File: config.mk
export PLATFORM = sky130hd
export DESIGN_NAME = stack_queue_deque
export DESIGN_NICKNAME = d
export VERILOG_FILES = /design/src/hdl/sqd_pkg.sv /design/src/hdl/sqd_ram.sv /design/src/hdl/stack_queue_deque.sv
export SDC_FILE = /design/constraint.sdc
export NUM_CORES = 1
export LEC_CHECK = 0
export ABC_AREA = 1
export BUFFER_PORTS_ARGS = -buffer_cell sky130_fd_sc_hd__buf_2
export CORE_MARGIN = 1
export CORE_UTILIZATION = 50
export CTS_CLUSTER_DIAMETER = 30
export CTS_CLUSTER_SIZE = 40
export DETAILED_ROUTE_END_ITERATION = 16
export MAX_ROUTING_LAYER = met4
export PLACE_DENSITY = 0.66
export SLEW_MARGIN = 10
export SYNTH_ARGS = -nofsm -noshare
export SYNTH_HDL_FRONTEND = slang
export SYNTH_HIERARCHICAL = 1
export SYNTH_SLANG_ARGS = --single-unit
File: constraint.sdc
create_clock -name clk_i -period 7.3 [get_ports clk_i]
set_clock_uncertainty 0.05 [all_clocks]
set_input_delay 1.825 -clock clk_i [delete_from_list [all_inputs] [get_ports clk_i]]
set_output_delay 1.825 -clock clk_i [all_outputs]
set_load 0.1 [all_outputs]
File: src/hdl/sqd_pkg.sv
// Package for the stack/queue/deque block: sizes, operation and status codes,
// beat structs and ring-slot helpers. No dependencies.
`default_nettype none
package sqd_pkg;

  localparam int unsigned DEPTH      = 16;
  localparam int unsigned DATA_WIDTH = 32;
  localparam int unsigned AW         = $clog2(DEPTH);
  localparam int unsigned CW         = $clog2(DEPTH + 1);
  localparam int unsigned SW         = CW + 1;

  typedef logic [AW-1:0]         slot_t;
  typedef logic [CW-1:0]         cnt_t;
  typedef logic [DATA_WIDTH-1:0] word_t;

  typedef enum logic [3:0] {
    KIND_PUSH_FRONT = 4'd0,
    KIND_PUSH_BACK  = 4'd1,
    KIND_POP_FRONT  = 4'd2,
    KIND_PEEK_FIRST = 4'd3,
    KIND_PEEK_LAST  = 4'd4,
    KIND_CONTAINS   = 4'd5,
    KIND_CLEAR      = 4'd6,
    KIND_REWIND     = 4'd7,
    KIND_NEXT       = 4'd8
  } kind_e;

  typedef enum logic [1:0] {
    STAT_OK      = 2'd0,
    STAT_EMPTY   = 2'd1,
    STAT_FULL    = 2'd2,
    STAT_NO_NEXT = 2'd3
  } status_e;

  typedef struct packed {
    logic [3:0]  kind;
    logic [31:0] data_word;
  } req_t;

  typedef struct packed {
    logic [31:0] read_word;
    logic [1:0]  status;
    logic        flag;
    logic [4:0]  count;
  } res_t;

  // (a + b) mod DEPTH, with a < DEPTH and b <= DEPTH
  function automatic slot_t slot_add(slot_t a, cnt_t b);
    logic [SW-1:0] s;
    s = SW'(a) + SW'(b);
    if (s >= SW'(DEPTH)) begin
      s = s - SW'(DEPTH);
    end
    return slot_t'(s);
  endfunction

  // distance from head to slot around the ring
  function automatic slot_t slot_dist(slot_t slot, slot_t head);
    return slot_add(slot, cnt_t'(DEPTH) - cnt_t'(head));
  endfunction

endpackage
`default_nettype wire

File: src/hdl/sqd_ram.sv
// Simple dual-port synchronous RAM, one write and one registered read port.
// No dependencies.
`default_nettype none
module sqd_ram #(
  parameter int unsigned WIDTH = 32,
  parameter int unsigned DEPTH = 16
) (
  input  wire logic                     clk_i,
  input  wire logic                     we_i,
  input  wire logic [$clog2(DEPTH)-1:0] waddr_i,
  input  wire logic [WIDTH-1:0]         wdata_i,
  input  wire logic                     re_i,
  input  wire logic [$clog2(DEPTH)-1:0] raddr_i,
  output logic      [WIDTH-1:0]         rdata_o
);

  logic [WIDTH-1:0] mem_q [DEPTH];

  always_ff @(posedge clk_i) begin
    if (we_i) begin
      mem_q[waddr_i] <= wdata_i;
    end
  end

  always_ff @(posedge clk_i) begin
    if (re_i) begin
      rdata_o <= mem_q[raddr_i];
    end
  end

endmodule
`default_nettype wire

File: src/hdl/stack_queue_deque.sv
// Bounded deque/stack/queue of words held in a ring in one synchronous RAM.
// Depends on sqd_pkg and sqd_ram.
// Push, clear, rewind and errors end in the execute state; pop, peek, next
// add a RAM read state; contains reads one element per step. One op at a time.
// Result beat shown for one cycle on done_o; the next op may start meanwhile.
// Reset: empty, head at slot 0, iterator before first element; RAM not cleared.
`default_nettype none
module stack_queue_deque (
  input  wire logic          clk_i,
  input  wire logic          rst_ni,
  input  wire logic          start_i,
  input  wire sqd_pkg::req_t req_i,
  output logic               busy_o,
  output logic               done_o,
  output sqd_pkg::res_t      res_o
);

  typedef enum logic [3:0] {
    ST_IDLE = 4'b0001,
    ST_EXEC = 4'b0010,
    ST_READ = 4'b0100,
    ST_SCAN = 4'b1000
  } state_e;

  state_e          state_q, state_d;
  sqd_pkg::req_t   req_q;
  sqd_pkg::slot_t  head_q, head_d;
  sqd_pkg::cnt_t   count_q, count_d;
  sqd_pkg::slot_t  cur_q, cur_d;
  logic            before_q, before_d;
  sqd_pkg::cnt_t   idx_q, idx_d;
  logic            flag_q, flag_d;
  logic            done_q, done_d;
  sqd_pkg::res_t   res_q, res_d;

  logic            we, re;
  sqd_pkg::slot_t  waddr, raddr;
  sqd_pkg::word_t  wdata, rdata;

  logic            accept;
  logic            full, empty;
  sqd_pkg::cnt_t   new_pos;
  logic            follows, follows_after;
  sqd_pkg::cnt_t   idx_nxt;
  sqd_pkg::word_t  key;

  assign accept = start_i && !busy_o;
  assign full   = (count_q == sqd_pkg::cnt_t'(sqd_pkg::DEPTH));
  assign empty  = (count_q == '0);
  assign key    = sqd_pkg::word_t'(req_q.data_word);

  assign new_pos = before_q ? '0
                 : sqd_pkg::cnt_t'(sqd_pkg::slot_dist(cur_q, head_q)) + 1'b1;
  assign follows       = new_pos < count_q;
  assign follows_after = (new_pos + 1'b1) < count_q;
  assign idx_nxt       = idx_q + 1'b1;

  sqd_ram #(
    .WIDTH (sqd_pkg::DATA_WIDTH),
    .DEPTH (sqd_pkg::DEPTH)
  ) u_ram (
    .clk_i   (clk_i),
    .we_i    (we),
    .waddr_i (waddr),
    .wdata_i (wdata),
    .re_i    (re),
    .raddr_i (raddr),
    .rdata_o (rdata)
  );

  always_comb begin
    state_d  = state_q;
    head_d   = head_q;
    count_d  = count_q;
    cur_d    = cur_q;
    before_d = before_q;
    idx_d    = idx_q;
    flag_d   = flag_q;
    done_d   = 1'b0;
    res_d    = res_q;
    we       = 1'b0;
    waddr    = head_q;
    wdata    = key;
    re       = 1'b0;
    raddr    = head_q;

    unique case (state_q)
      ST_IDLE: begin
        if (accept) begin
          state_d = ST_EXEC;
        end
      end
      ST_EXEC: begin
        res_d.read_word = '0;
        res_d.status    = sqd_pkg::STAT_OK;
        res_d.flag      = 1'b0;
        flag_d          = 1'b0;
        state_d         = ST_IDLE;
        done_d          = 1'b1;
        unique case (req_q.kind) inside
          sqd_pkg::KIND_PUSH_FRONT: begin
            if (full) begin
              res_d.status = sqd_pkg::STAT_FULL;
            end else begin
              head_d  = sqd_pkg::slot_add(head_q, sqd_pkg::cnt_t'(sqd_pkg::DEPTH - 1));
              we      = 1'b1;
              waddr   = head_d;
              count_d = count_q + 1'b1;
            end
          end
          sqd_pkg::KIND_PUSH_BACK: begin
            if (full) begin
              res_d.status = sqd_pkg::STAT_FULL;
            end else begin
              we      = 1'b1;
              waddr   = sqd_pkg::slot_add(head_q, count_q);
              count_d = count_q + 1'b1;
            end
          end
          sqd_pkg::KIND_POP_FRONT: begin
            if (empty) begin
              res_d.status = sqd_pkg::STAT_EMPTY;
            end else begin
              re      = 1'b1;
              raddr   = head_q;
              if (!before_q && cur_q == head_q) begin
                before_d = 1'b1;
              end
              head_d  = sqd_pkg::slot_add(head_q, sqd_pkg::cnt_t'(1));
              count_d = count_q - 1'b1;
              done_d  = 1'b0;
              state_d = ST_READ;
            end
          end
          sqd_pkg::KIND_PEEK_FIRST, sqd_pkg::KIND_PEEK_LAST: begin
            if (empty) begin
              res_d.status = sqd_pkg::STAT_EMPTY;
            end else begin
              re      = 1'b1;
              raddr   = (req_q.kind == sqd_pkg::KIND_PEEK_FIRST) ? head_q
                      : sqd_pkg::slot_add(head_q, count_q - 1'b1);
              done_d  = 1'b0;
              state_d = ST_READ;
            end
          end
          sqd_pkg::KIND_CONTAINS: begin
            if (!empty) begin
              re      = 1'b1;
              raddr   = head_q;
              idx_d   = '0;
              done_d  = 1'b0;
              state_d = ST_SCAN;
            end
          end
          sqd_pkg::KIND_CLEAR: begin
            head_d   = '0;
            count_d  = '0;
            cur_d    = '0;
            before_d = 1'b1;
          end
          sqd_pkg::KIND_REWIND: begin
            before_d  = 1'b1;
            res_d.flag = !empty;
          end
          sqd_pkg::KIND_NEXT: begin
            if (empty) begin
              res_d.status = sqd_pkg::STAT_EMPTY;
            end else if (!follows) begin
              res_d.status = sqd_pkg::STAT_NO_NEXT;
            end else begin
              cur_d    = sqd_pkg::slot_add(head_q, new_pos);
              before_d = 1'b0;
              re       = 1'b1;
              raddr    = cur_d;
              flag_d   = follows_after;
              done_d   = 1'b0;
              state_d  = ST_READ;
            end
          end
          default: ;
        endcase
        res_d.count = 5'(count_d);
      end
      ST_READ: begin
        res_d.read_word = 32'(rdata);
        res_d.flag      = flag_q;
        done_d          = 1'b1;
        state_d         = ST_IDLE;
      end
      ST_SCAN: begin
        re    = 1'b1;
        raddr = sqd_pkg::slot_add(head_q, idx_nxt);
        if (rdata == key || idx_nxt >= count_q) begin
          res_d.flag = (rdata == key);
          done_d     = 1'b1;
          state_d    = ST_IDLE;
        end else begin
          idx_d = idx_nxt;
        end
      end
      default: state_d = ST_IDLE;
    endcase
  end

  always_ff @(posedge clk_i or negedge rst_ni) begin
    if (!rst_ni) begin
      state_q  <= ST_IDLE;
      head_q   <= '0;
      count_q  <= '0;
      cur_q    <= '0;
      before_q <= 1'b1;
      idx_q    <= '0;
      flag_q   <= 1'b0;
      done_q   <= 1'b0;
    end else begin
      state_q  <= state_d;
      head_q   <= head_d;
      count_q  <= count_d;
      cur_q    <= cur_d;
      before_q <= before_d;
      idx_q    <= idx_d;
      flag_q   <= flag_d;
      done_q   <= done_d;
    end
  end

  always_ff @(posedge clk_i) begin
    res_q <= res_d;
    if (accept) begin
      req_q <= req_i;
    end
  end

  assign busy_o = (state_q != ST_IDLE);
  assign done_o = done_q;
  assign res_o  = res_q;

endmodule
`default_nettype wire

==> key figures <==
Outcome
  – Run status: finished, final reports clean

Yosys
  – Largest area contributor in the netlist: edfxtp_1
  – Multiplexer share of the synthesized area: 0%
  – Post-synth EDFFs: 620
  – Synth Area in XOR/XNOR: approximately 1.1%
  – Synth Area in Simple Gates: approximately a fifth
  – Synth Instances: between 2000 and 3000
  – Distinct cells, synth: 51
  – Yosys top cell area share: between 60% and 70%
  – Post-synth ARST share: 3.88%
  – Synthesized area: approximately 0.029 mm²
  – Complex-gate fraction of the synthesized area: ~1.8%
  – FF+latch count, synth: around 650
  – Largest family of logic cells by synthesized area: simple AND/OR/NAND/NOR gates
  – Ranking of synthesized cells by area: edfxtp_1, nand2_1, nand3_1, inv_1, dfrtp_1
  – Sequential area share after synthesis: between 60 and 70%
  – Adder-cell area share of the yosys netlist: 1.80%
  – Synthesis Warnings: 6
  – Syn_nets: about 2900
  – Synth Area per Inst: 10.4 µm²
  – Main synth FF type: edfxtp_1

Power and ir drop
  – Tot Pwr: 14.7 mW
  – Peak supply drop: 0.551 mV
  – Leakage power: 14.8 nW
  – PD cells: 426 mW/mm²

Final layout
  – Area of the multi-input gates: 0.00742 mm²
  – Most frequent cells in the layout: nand2_1, edfxtp_1, inv_1, nand3_1, clkbuf_16
  – Finished Layout Cells: around 3800
  – Layout cells sized above 1: 12.8%
  – Final-layout fill cell count: 4555
  – Final #Nets: ~3000
  – ANT cells: 0
  – Design area: about 0.034 mm²
  – Register area: 0.0192 mm²
  – P&R area growth vs syn: 18.3%
  – Final core occ: ~60%
  – Commonest non-fill, non-tap cell in the layout: nand2_1

Place
  – I/O Buffers: 80
  – Dpl cells: roughly 3600
  – Dpl ws: around 1.3 ns
  – Area of placed instances: 0.0303 mm²
  – Dpl hpwl: slightly below 40000 µm
  – Gpl congestion: roughly 0.89

Worst setup path
  – Cell mode on critical path: nand2_1
  – CP Data Required Time: approximately 7.7 ns
  – Slowest Stage Delay on Critical Path: between 0.8 and 0.9 ns
  – CP arrival: 6.47 ns
  – Worst Setup Path Type: reg -> reg
  – Crit-path max FO: between 200 and 300
  – Startpoint types: register
  – Delay-heaviest family, CP: simple AND/OR/NAND/NOR gates
  – CP bufs+invs: 5
  – Worst Setup End Kind: register
  – CP Cell Sequence: inv_2 > ha_1 > inv_1 > fa_1 > inv_1 > ha_1 > inv_1 > nor2_1 > nor3_1 > ha_1 > a21oi_1 > o21a_1 > nand2_1 > nor2_4 > nand2_1 > nand4_1 > nand2_1 > o211ai_1 > buf_12 > nand2_1 > nand3_1 > nand3_1 > nand3_1 > nand2_1
  – Slowest stage cell, crit path: buf_12

Routing
  – DRT Pass-1 Iters: 5
  – Drt initial violations: between 1500 and 2000
  – Vias: about 20000
  – Final wirelength: 73000 µm
  – DRC errors left: 0
  – Drt via density: around 5.2
  – Routed wire length per instance: between 15 and 20 µm
  – Post-DRT Antenna Nets: 0

STA
  – Fmax: 0.164 GHz
  – RSZ-0062 raised after global routing: no
  – Slew HR: 17.0%
  – Tmin final: around 6.1 ns
  – Pin slew with the least headroom to its limit: approximately 1.2 ns
  – Final Max Tran Viols: 0
  – Hold slack: 0.465 ns
  – Final setup fails: 0
  – Final WS setup: between 1 and 1.5 ns
  – Period utilisation layout: 83.6%
  – Setup tns final: 0 ns
  – Hold Vio Cnt, Final: 0

Run
  – Max-Cap Viols: 0

Floorplanning
  – Core area: 0.0576 mm²
  – Die area: roughly 0.059 mm²
  – Die height: about 240 µm
  – Starting density of the core: between 50% and 60%
  – Rows: roughly 90
  – Die width: between 200 and 250 µm
  – I/O pins: between 80 and 90

Global routing
  – Initial antenna violation count: 0
  – Global-route wire length before repair: approximately 110000 µm
  – Pin count of the biggest net entering global routing: 257
  – Vias in the first global route: roughly 19000
  – Congestion Overflow GR: 0
  – Total GRT Usage: between 20% and 30%

Clock tree
  – Maximum root-to-sink buffer count: 3
  – CTS tree: done
  – Resized cells post-CTS: 0
  – # Post-CTS Setup Buffers: 0
  – H-tree depth: 3
  – Reg clk slew, reported paths: ~0.050 ns
  – Skew-Pair Late Insertion Delay: between 0.6 and 0.7 ns
  – CTS Root Cell: clkbuf_16
  – Post-CTS Hold Buffers: 0
  – Total CTS buffers: between 100 and 150
  – Clock sinks: 645

Hold path
  – Worst hold-check path type: reg -> reg
## final timing paths
| kind | from | to | slack (ns) | cells after the start |
|---|---|---|---|---|
| worst max-delay path | head_q[1]$_DFFE_PN0P_ | u_ram/rdata_o[15]$_DFFE_PP_ | 1.20 | 24 |
| worst min-delay path | idx_q[4]$_DFFE_PN0P_ | idx_q[4]$_DFFE_PN0P_ | 0.46 | 2 |
| worst max register to register | head_q[1]$_DFFE_PN0P_ | u_ram/rdata_o[15]$_DFFE_PP_ | 1.20 | 24 |
| worst min register to register | idx_q[4]$_DFFE_PN0P_ | idx_q[4]$_DFFE_PN0P_ | 0.46 | 2 |
| max in group asynchronous | rst_ni | idx_q[3]$_DFFE_PN0P_ | 5.61 | 1 |
| min in group asynchronous | rst_ni | cur_q[0]$_DFFE_PN0P_ | 1.14 | 1 |
## power breakdown
part	internal [mW]	switching (mW)	leakage, nW	total [mW]
registers	4.40	0.214	5.93	4.62
clock network	3.73	1.93	2.01	5.65
logic	1.30	3.13	6.82	4.42
total	9.42	5.27	14.8	14.7
## cells in the mapped netlist (2+ instances only)
library cell	count
a21boi_0	2
a21o_1	2
a21oi_1	19
a22oi_1	2
buf_1	14
buf_2	47
buf_4	6
buf_6	29
clkbuf_1	19
clkinv_1	2
dfrtp_1	23
dfstp_2	2
edfxtp_1	620
fa_1	5
ha_1	34
inv_1	485
inv_2	11
inv_4	2
nand2_1	808
nand3_1	434
nand3b_1	3
nand4_1	11
nor2_1	92
nor2_2	4
nor2_4	2
nor3_1	8
nor3_4	2
o211ai_1	2
o21a_1	2
o21ai_0	35
o22ai_1	12
o31ai_1	2
or2_2	14
xnor2_1	18
xor2_1	18
## flip-flops by register name, summed over array words and instances, names as in the netlist
signal,flops
idx_q,5
res_o,40
state_q,4
cur_q,4
before_q,1
count_q,5
key,32
req_q,4
u_ram/rdata_o,32
u_ram/mem_q,512
done_o,1
flag_q,1
head_q,4
## logic make-up (layout without fill, tap and decap cells)
family,count (synthesis),in the layout
and+or+nand+nor,1382,1382
DFF,645,645
buffers and inverters,616,846
AOI/OAI and AO/OA,89,89
adders and majority gates,39,39
xor gates and xnor gates,36,36
## cell type report
| cell class | instances | share of cell area [%] |
|---|---|---|
| clock buffer | 130 | 8.88 |
| clock inverter | 100 | 3.36 |
| inverter | 500 | 5.47 |
| multi-input combinational | 1546 | 21.5 |
| sequential | 645 | 55.8 |
| tap | 765 | 2.78 |
| timing repair buffer | 116 | 2.16 |
## routing by layer
metal  track usage (%)  up-vias  wire length, µm  share of wire (%)
li1                  -     9463                -                  -
met1              33.5     9564            31200                 43
met2              40.0      776            34600                 47
met3              4.29      146             5330                7.3
met4              9.91        0             1970                2.7
met5                 -        -                0                  0
## tightest hold or removal path, delay by kind of cell, from the launching register on
| family | cells | cell delay (ns) |
|---|---|---|
| DFF | 1 | 0.36 |
| and+or+nand+nor | 2 | 0.12 |
No activity file was read; power rests on OpenSTA's default activity.
